## src/mhd_pkg.sv

```systemverilog
package mhd_pkg;

    localparam int WORD_BITS  = 32;
    localparam int FRAC_BITS  = 16;
    localparam int QUO_BITS   = WORD_BITS + FRAC_BITS;
    localparam int DIV_STAGES = QUO_BITS;
    localparam int NUM_LANES  = 3;
    localparam int GM_BITS    = 21;
    localparam int IGM_BITS   = 25;
    localparam int ADDR_BITS  = 3;
    localparam int IDX_BIT    = 2;
    localparam int DATA_BITS  = 32;
    localparam int WIDE_BITS  = 2 * WORD_BITS;

    localparam logic [GM_BITS-1:0]  GM_RESET  = GM_BITS'(43691);
    localparam logic [IGM_BITS-1:0] IGM_RESET = IGM_BITS'(98304);

    // Register indexes as decoded from the address.
    localparam logic REG_GAMMA     = 1'b0;
    localparam logic REG_INV_GAMMA = 1'b1;

    // Operation codes.
    localparam logic OP_CONS_TO_PRIM = 1'b0;
    localparam logic OP_PRIM_TO_CONS = 1'b1;

    typedef logic signed [WORD_BITS-1:0] word_t;
    typedef logic signed [WIDE_BITS-1:0] wide_t;
    typedef logic [QUO_BITS-1:0] quo_t;
    typedef quo_t [NUM_LANES-1:0] quo_vec_t;

    localparam word_t WMAX = {1'b0, {(WORD_BITS-1){1'b1}}};
    localparam word_t WMIN = {1'b1, {(WORD_BITS-1){1'b0}}};
    localparam wide_t WMAX_W = {{(WORD_BITS+1){1'b0}}, {(WORD_BITS-1){1'b1}}};
    localparam wide_t WMIN_W = {{(WORD_BITS+1){1'b1}}, {(WORD_BITS-1){1'b0}}};
    localparam wide_t QHALF_W = wide_t'(64'd1 << (FRAC_BITS - 1));

    typedef enum logic [1:0] {
        STATUS_OK      = 2'd0,
        STATUS_DENSITY = 2'd1,
        STATUS_NONPOS  = 2'd2,
        STATUS_SAT     = 2'd3
    } status_t;

    typedef struct packed {
        logic  operation;
        word_t in_density;
        word_t in_x_comp;
        word_t in_y_comp;
        word_t in_z_comp;
        word_t in_energy_or_pressure;
        word_t in_field_x;
        word_t in_field_y;
        word_t in_field_z;
    } in_word_t;

    typedef struct packed {
        word_t   out_density;
        word_t   out_x_comp;
        word_t   out_y_comp;
        word_t   out_z_comp;
        word_t   out_energy_or_pressure;
        word_t   out_field_x;
        word_t   out_field_y;
        word_t   out_field_z;
        status_t status;
    } out_word_t;

    typedef struct packed {
        logic  clip;
        word_t val;
    } qres_t;

    function automatic word_t comp_of(input in_word_t w, input int unsigned lane);
        word_t r;
        case (lane)
            0: r = w.in_x_comp;
            1: r = w.in_y_comp;
            default: r = w.in_z_comp;
        endcase
        return r;
    endfunction

    function automatic word_t field_of(input in_word_t w, input int unsigned lane);
        word_t r;
        case (lane)
            0: r = w.in_field_x;
            1: r = w.in_field_y;
            default: r = w.in_field_z;
        endcase
        return r;
    endfunction

    function automatic qres_t sat_wide(input wide_t x);
        qres_t r;
        if (x > WMAX_W) begin
            r.clip = 1'b1;
            r.val  = WMAX;
        end else if (x < WMIN_W) begin
            r.clip = 1'b1;
            r.val  = WMIN;
        end else begin
            r.clip = 1'b0;
            r.val  = x[WORD_BITS-1:0];
        end
        return r;
    endfunction

    function automatic qres_t qadd(input word_t a, input word_t b);
        wide_t s;
        s = wide_t'(a) + wide_t'(b);
        return sat_wide(s);
    endfunction

    function automatic qres_t qsub(input word_t a, input word_t b);
        wide_t s;
        s = wide_t'(a) - wide_t'(b);
        return sat_wide(s);
    endfunction

    // Product rounded half up, then saturated.
    function automatic qres_t qmul(input word_t a, input word_t b);
        wide_t p;
        p = wide_t'(a) * wide_t'(b);
        p = p + QHALF_W;
        return sat_wide(p >>> FRAC_BITS);
    endfunction

    // Multiplication by one half in the same rounding; it never saturates.
    function automatic word_t qhalf(input word_t a);
        logic signed [WORD_BITS:0] t;
        t = {a[WORD_BITS-1], a} + (WORD_BITS+1)'(1);
        return t[WORD_BITS:1];
    endfunction

endpackage

```

## src/mhd_cfg.sv

```systemverilog
module mhd_cfg (
    input  logic                           clk,
    input  logic                           rst_n,
    input  logic                           psel,
    input  logic                           penable,
    input  logic                           pwrite,
    input  logic [mhd_pkg::ADDR_BITS-1:0]  paddr,
    input  logic [mhd_pkg::DATA_BITS-1:0]  pwdata,
    output logic [mhd_pkg::DATA_BITS-1:0]  prdata,
    output logic                           pready,
    output logic [mhd_pkg::GM_BITS-1:0]    gamma_minus_one,
    output logic [mhd_pkg::IGM_BITS-1:0]   inv_gamma_minus_one
);

    logic [mhd_pkg::GM_BITS-1:0]  gamma_reg;
    logic [mhd_pkg::IGM_BITS-1:0] inv_gamma_reg;
    logic                         wr_en;
    logic                         idx;

    assign wr_en  = psel & penable & pwrite;
    assign idx    = paddr[mhd_pkg::IDX_BIT];
    assign pready = 1'b1;

    always_ff @(posedge clk or negedge rst_n)
    begin
        if (!rst_n)
        begin
            gamma_reg     <= mhd_pkg::GM_RESET;
            inv_gamma_reg <= mhd_pkg::IGM_RESET;
        end
        else if (wr_en)
        begin
            case (idx)
                mhd_pkg::REG_GAMMA:     gamma_reg     <= pwdata[mhd_pkg::GM_BITS-1:0];
                mhd_pkg::REG_INV_GAMMA: inv_gamma_reg <= pwdata[mhd_pkg::IGM_BITS-1:0];
                default: ;
            endcase
        end
    end

    always_comb
    begin
        case (idx)
            mhd_pkg::REG_GAMMA:
                prdata = {{(mhd_pkg::DATA_BITS-mhd_pkg::GM_BITS){1'b0}}, gamma_reg};
            mhd_pkg::REG_INV_GAMMA:
                prdata = {{(mhd_pkg::DATA_BITS-mhd_pkg::IGM_BITS){1'b0}}, inv_gamma_reg};
            default:
                prdata = '0;
        endcase
    end

    assign gamma_minus_one     = gamma_reg;
    assign inv_gamma_minus_one = inv_gamma_reg;

endmodule

```

## config.mk

```make
export PLATFORM = sky130hd
export DESIGN_NAME = mhd_cfg
export DESIGN_NICKNAME = d
export VERILOG_FILES = /design/src/mhd_pkg.sv /design/src/mhd_cfg.sv
export SDC_FILE = /design/constraint.sdc
export NUM_CORES = 1
export LEC_CHECK = 0
export BUFFER_PORTS_ARGS = -buffer_cell sky130_fd_sc_hd__buf_2
export CAP_MARGIN = 20
export CORE_MARGIN = 4
export CORE_UTILIZATION = 45
export CTS_CLUSTER_SIZE = 40
export DETAILED_ROUTE_END_ITERATION = 10
export GPL_ROUTABILITY_DRIVEN = 0
export PLACE_DENSITY_LB_ADDON = 0.3
export SYNTH_ARGS = -nofsm -noshare
export SYNTH_HDL_FRONTEND = slang
export SYNTH_SLANG_ARGS = --single-unit
```

## constraint.sdc

```tcl
create_clock -name clk -period 0.9 [get_ports clk]
set_input_delay 0.045 -clock clk [delete_from_list [all_inputs] [get_ports clk]]
set_output_delay 0.045 -clock clk [all_outputs]
set_load 0.05 [all_outputs]
```

==> results.md, run 1 <==
- Adder-cell share of the synthesized area: 0%
- Placement Setup Slack: -131.6 ps
- Xor/xnor share of the synthesized area: 0%
- Maxcap violations: 0
- Cell breakdown of the critical path: mux2_4 > buf_8
- Root Buffer: clkbuf_8
- Synth-to-Final Area Change: 99.67%
- Yosys reg bits: 46
- WL met2: 4.615 mm
- Total CTS buffers: 5
- Post-synthesis mux area share: 39.79%
- Failing checks: negative setup slack
- Worst vdd ir: 0.001968 V
- Slowest CP cell: dfstp_2
- Diode count: 0
- Core area: 4817 um2
- Period utilisation layout: 141.9%
- Antenna violations before repair: 0
- Grt ovf: 0
- Syn. warnings: 0
- Worst R2R Path Depth: 3
- Placed cell area: 3107 um2
- Final Hold Viols: 0
- Hold Crit Class: in -> reg
- Final std cells w/o fill: 380
- Max-slew violation count: 0
- Wl on met1: 3.293 mm
- Pleak: 2.286 nW
- Clk buf depth: 2
- Vias in the first global route: 2048
- DRC viols: 0
- Design area: 4539 um2
- H-Tree Depth: 2
- Final TNS setup: -14950 ps
- Nets: 352
- Hold path start: pwdata[13]
- DR WL/cell: 22.86 um
- Cell Area, Synth: 2273 um2
- Starting Density: 47.19%
- Hold Crit Depth: 2
- Crit Path Max Fanout: 3
- First-pass GRT wire length: 11.19 mm
- Max Fclk: 782.9 MHz
- Pwr dens: 2788 nW/um2
- Synth Area in Compound Gates: 0%
- IO Pins: 119
- CP Launch Point: gamma_minus_one[13]$_DFFE_PN1P_
- Post-route ant nets: 0
- Yosys cell types: 11
- Reg2reg start: gamma_minus_one[14]$_DFFE_PN0P_
- Critical path's top delay family: flip-flops
- Seq/Total Area, Yosys: 51.24%
- Sinks on Clock Net: 46
- Clock-pin slew on the worst setup and hold paths: 100 ps
- DR iter-0 viols: 60
- Met3 WL: 528 um
- Mapped Cells: 136
- Post-Synth Simple-Gate Area: 3.082%
- Tot Pwr: 12.65 mW
- Routed vias: 1922
- Port Buf Inserts: 101
- Die Y: 79.08 um
- Crit path buf inv count: 1
- CTS tree: yes
- Final worst slack: -377.3 ps
- Cell Rows: 25
- Total track usage: 23.45%
- Clk_skew: 0 ps
- CP Depth: 2
- Status: complete, but fails checks
- Synth area leaders: dfrtp_1, mux2_4, mux2_2
- Worst-skew pair later-pin latency: 290 ps
- Final worst path period need: 1277 ps
- Share of cells above drive strength 1: 89.46%
- CP startpoint kind: flop
- Slowest stage delay, CP: 600 ps
- Largest family of logic cells by synthesized area: multiplexers
- Drt first pass iters: 4
- CP endpoint kind: primary output
- Highest routed metal layer: met4
- Critical path arrival: 1230 ps
- WL final: 8.688 mm
- Worst EP required: 850 ps
- Area leader, netlist: dfrtp_1
- Dpl cells: 311
- Unrepaired setup endpoints after global routing: yes
- Die Span X: 79.08 um
- Total die area: 6253 um2
- Vias/cell: 5.058
- Largest net degree at the start of global routing: 47
- Top cell type's share of synthesized area: 38.53%
- Mapped Avg Cell Area: 16.72 um2
- Final HPWL DP: 3.669 mm
- Crit Path Class: reg -> out
- # setup viols final: 94
[area by class of cell]
cell class / instances / area (um2)
clock buffer: 6 / 82.58
clock inverter: 2 / 60.06
fill: 132 / 277.8
multi-input combinational: 81 / 1116
sequential: 46 / 1209
tap: 67 / 83.83
timing repair buffer: 178 / 1988
[cell usage in the layout (no fill, tap or decap)]
master         instances
clkbuf_8               6
mux2_4                67
buf_12                 6
dfrtp_2               35
buf_8                 50
buf_6                 57
nand4b_4               1
buf_4                 10
and2_4                 4
dfstp_2               11
nand4_4                1
buf_2                 30
bufinv_16              2
conb_1                 8
dlygate4sd3_1         25
[report_power, final]
| part | total (mW) | internal [mW] | switching, mW |
|---|---|---|---|
| logic | 7.57 | 3.60 | 3.97 |
| clock network | 1.90 | 1.18 | 0.714 |
| registers | 3.19 | 2.68 | 0.513 |
| total | 12.7 | 7.46 | 5.19 |
[final timing paths]
check | to | slack [ps]
worst min register to register | inv_gamma_minus_one[17]$_DFFE_PN0P_ | 570
worst max-delay path | prdata[13] | -380
worst max register to register | gamma_minus_one[14]$_DFFE_PN0P_ | -160
min in group asynchronous | inv_gamma_minus_one[21]$_DFFE_PN0P_ | 290
max in group asynchronous | gamma_minus_one[0]$_DFFE_PN1P_ | 330
worst min-delay path | inv_gamma_minus_one[13]$_DFFE_PN0P_ | 20
[metal layers]
metal  vias up  GRT usage [%]
met4         0          6.873
met5         -              0
met1       990          29.17
met3        20          5.102
met2       100          40.82
li1        812              -
[sequential cells by signal (all words and copies together), names as in the netlist]
| signal | cells |
|---|---|
| inv_gamma_minus_one | 25 |
| gamma_minus_one | 21 |
[synthesized netlist by cell type]
master	instances
buf_2	2
nand4b_4	1
conb_1	2
and2_1	4
mux2_2	27
buf_4	8
mux2_4	40
nand4_4	1
buf_6	5
dfstp_2	11
dfrtp_1	35
[cell families after synthesis]
logic type / count (synthesis)
multiplexers: 67
other: 2
AND/OR/NAND/NOR: 6
buffers and inverters: 15
flip-flops: 46
[timing repair]
action,CTS,global route
setup buffers,24,29
gates resized for setup,183,65
hold buffers,24,1
cloned,0,0
setup endpoints to repair,71,92
endpoints found under the hold margin,84,2
[per-stage QoR]
| stage | hold WS [ps] | utilization (%) |
|---|---|---|
| global route | 10.67 | 94.23 |
| floorplan | -250.6 | - |
| finish | 15.10 | 94.23 |
| CTS | 2.725 | 88.65 |
| global placement | 44.12 | 64.49 |
| detailed placement | 43.36 | 64.49 |
[worst reg2reg max path: stages (launching register included)]
cell and delay [ps]:
dfrtp_2 440, buf_4 150, buf_6 110, mux2_4 250
No activity file was read; power rests on OpenSTA's default activity.
==> run 2: changes to the inputs <==
CELL_PAD_IN_SITES_DETAIL_PLACEMENT = 1   (was not set)
CELL_PAD_IN_SITES_GLOBAL_PLACEMENT = 1   (was not set)
CORE_UTILIZATION = 35   (was 45)
==> run 2 against run 1 <==
Net effect:
- the flow still finishes with violations (negative setup slack)
- power grew 0.88%
- register-to-register slack better by 30 ps
- sequential power shrank 2%
- clock skew did not move
- critical path type unchanged
- critical endpoint is now prdata[11]
- largest cell class unchanged
- largest power group unchanged
==> results.md, run 2 (synthesis results as in run 1) <==
- Worst EP required: 850 ps (about the same)
- Drt first pass iters: 4 (unchanged)
- Die Y: 88.60 um (+12%)
- CTS tree: yes
- Routed vias: 1808 (-5.9%)
- Critical path arrival: 1180 ps (-50 ps)
- Worst-skew pair later-pin latency: 290 ps (about the same)
- Dpl cells: 316 (+1.6%)
- Unrepaired setup endpoints after global routing: yes
- Final worst slack: -324.3 ps (+53.01 ps)
- DR iter-0 viols: 37 (-38%)
- Clock network power share: 15.0% (about the same)
- DR WL/cell: 21.98 um (-3.9%)
- Vias in the first global route: 2049 (+0.049%)
- Share of cells above drive strength 1: 90.19% (+0.73 points)
- Die Span X: 88.60 um (+12%)
- Crit Path Class: reg -> out
- Most frequent cells in the layout: mux2_4, buf_6, buf_8
- Max-slew violation count: 0 (unchanged)
- Psw: 5.155 mW (-0.73%)
- Max reg flops: 25 (unchanged)
- Cell internal pwr: 7.611 mW (+2.0%)
- Starting Density: 36.01% (-11 points)
- Footprint of the multi-input gates: 1116 um2 (unchanged)
- Slowest stage delay, CP: 440 ps (-160 ps)
- Seq pwr share: 24.6% (-0.6 points)
- Port Buf Inserts: 101 (unchanged)
- Placement Setup Slack: -179.9 ps (-48.28 ps)
- First-pass GRT wire length: 11.41 mm (+1.9%)
- Clk_skew: 0 ps (unchanged)
- Fillers: 534 (+300%)
- Final std cells w/o fill: 393 (+3.4%)
- Final HPWL DP: 4.117 mm (+12%)
- Final worst path period need: 1224 ps (-53.01 ps)
- Maxcap violations: 0 (unchanged)
- Hold Crit Class: in -> reg
- Vias/cell: 4.601 (-9.0%)
- IO Pins: 119 (unchanged)
- WL final: 8.639 mm (-0.56%)
- Crit Path Max Fanout: 3 (unchanged)
- H-Tree Depth: 2 (unchanged)
- Diode count: 0 (unchanged)
- Final core occ: 73.33% (-21 points)
- Largest net degree at the start of global routing: 29 (-38%)
- Cell Rows: 29 (+16%)
- Nets: 355 (+0.85%)
- Logic gate share of total power: 60.4% (+0.6 points)
- Slowest CP cell: dfrtp_2
- DRC viols: 0 (unchanged)
- Worst vdd ir: 0.001618 V (-18%)
- Sinks on Clock Net: 46 (unchanged)
- Pwr dens: 2758 nW/um2 (-1.1%)
- Root Buffer: clkbuf_8
- Grt ovf: 0 (unchanged)
- Failing checks: negative setup slack
- Post-route ant nets: 0 (unchanged)
- Storage cell area: 1209 um2 (unchanged)
- Pleak: 2.323 nW (+1.6%)
- Antenna violations before repair: 0 (unchanged)
- Cell breakdown of the critical path: mux2_4 > buf_8
- Switching Share: 40.38% (-0.66 points)
- Total die area: 7849 um2 (+26%)
- Clock-pin slew on the worst setup and hold paths: 100 ps (about the same)
- Status: complete, but fails checks
- Total track usage: 19.46% (-4.0 points)
- Period utilisation layout: 136.0% (-5.9 points)
- Clk buf depth: 2 (unchanged)
- Synth-to-Final Area Change: 103.6%
- # setup viols final: 91 (-3.2%)
- Max Fclk: 816.8 MHz (+4.3%)
- CP startpoint kind: flop
- CP endpoint kind: primary output
- Total CTS buffers: 5 (unchanged)
- Core area: 6314 um2 (+31%)
- Final Hold Viols: 0 (unchanged)
- Most common cell after layout, fill and taps aside: mux2_4
[run 2: cell types whose count changed in the layout (fill, tap and decap cells not counted), sizes merged]
cell and delta:
buf +5, dlygate4sd3 -2
[run 2: per-stage QoR]
stage | TNS, ps | cell area, um2 | hold slack (ps) | power (mW)
4_1_cts | -12670 | 4292 | 0.7215 | 11.85
6_report | -14510 | 4629 | 4.106 | 12.77
3_5_place_dp | -7828 | 3094 | -83.12 | 7.949
2_1_floorplan | -2737 | 2461 | -250.6 | 6.904
3_3_place_gp | -6602 | 3094 | -84.68 | 7.887
5_1_grt | -17290 | 4629 | -2.369 | 13.24
[run 2: area by class of cell]
cell class	instances	share of cell area, %
Multi-Input combinational cell	81	24.11
Tap cell	77	2.081
Timing Repair Buffer	181	44.62
Clock inverter	2	1.297
Clock buffer	6	1.784
Sequential cell	46	26.11
[run 2: final timing paths]
check / slack [ps] / start / end / depth (start not counted)
min: 4 / pwdata[7] / gamma_minus_one[7]$_DFFE_PN1P_ / 2
max: -320 / inv_gamma_minus_one[11]$_DFFE_PN0P_ / prdata[11] / 2
max in group asynchronous: 210 / rst_n / gamma_minus_one[3]$_DFFE_PN1P_ / 3
min reg2reg: 550 / inv_gamma_minus_one[0]$_DFFE_PN0P_ / inv_gamma_minus_one[0]$_DFFE_PN0P_ / 1
min in group asynchronous: 180 / rst_n / inv_gamma_minus_one[9]$_DFFE_PN0P_ / 2
max reg2reg: -130 / gamma_minus_one[14]$_DFFE_PN0P_ / gamma_minus_one[14]$_DFFE_PN0P_ / 3
[run 2: per-layer routing]
layer	part of all wire, %	up-vias	track usage (%)	wire (um)
met4	1.1	0	3.709	99
met3	6.5	8	5.121	561
met1	37	905	23.20	3165
met5	0	-	0	0
li1	-	817	-	-
met2	56	78	35.42	4811
[run 2: what timing repair did]
item                       4_1_cts  5_1_grt
hold endpoints to repair        78        0
setup endpoints to repair       71       93
pin swaps                        3        1
hold buffers                    23        0
resized for setup              200       57
setup buffers                   22       39
[run 2: power by group through the flow]
| stage | clock (mW) | combinational [mW] | sequential (mW) |
|---|---|---|---|
| 2_1_floorplan | 0 | 2.22 | 4.68 |
| 3_3_place_gp | 0 | 4.80 | 3.08 |
| 3_5_place_dp | 0 | 4.86 | 3.08 |
| 4_1_cts | 1.93 | 6.82 | 3.10 |
| 5_1_grt | 2.05 | 7.99 | 3.20 |
| 6_report | 1.92 | 7.71 | 3.14 |
[run 2: worst max-delay path: cells and delay by family, from the launching register on]
family / cells / cell delay (ps)
buffers and inverters: 1 / 150
flip-flops: 1 / 440
multiplexers: 1 / 280
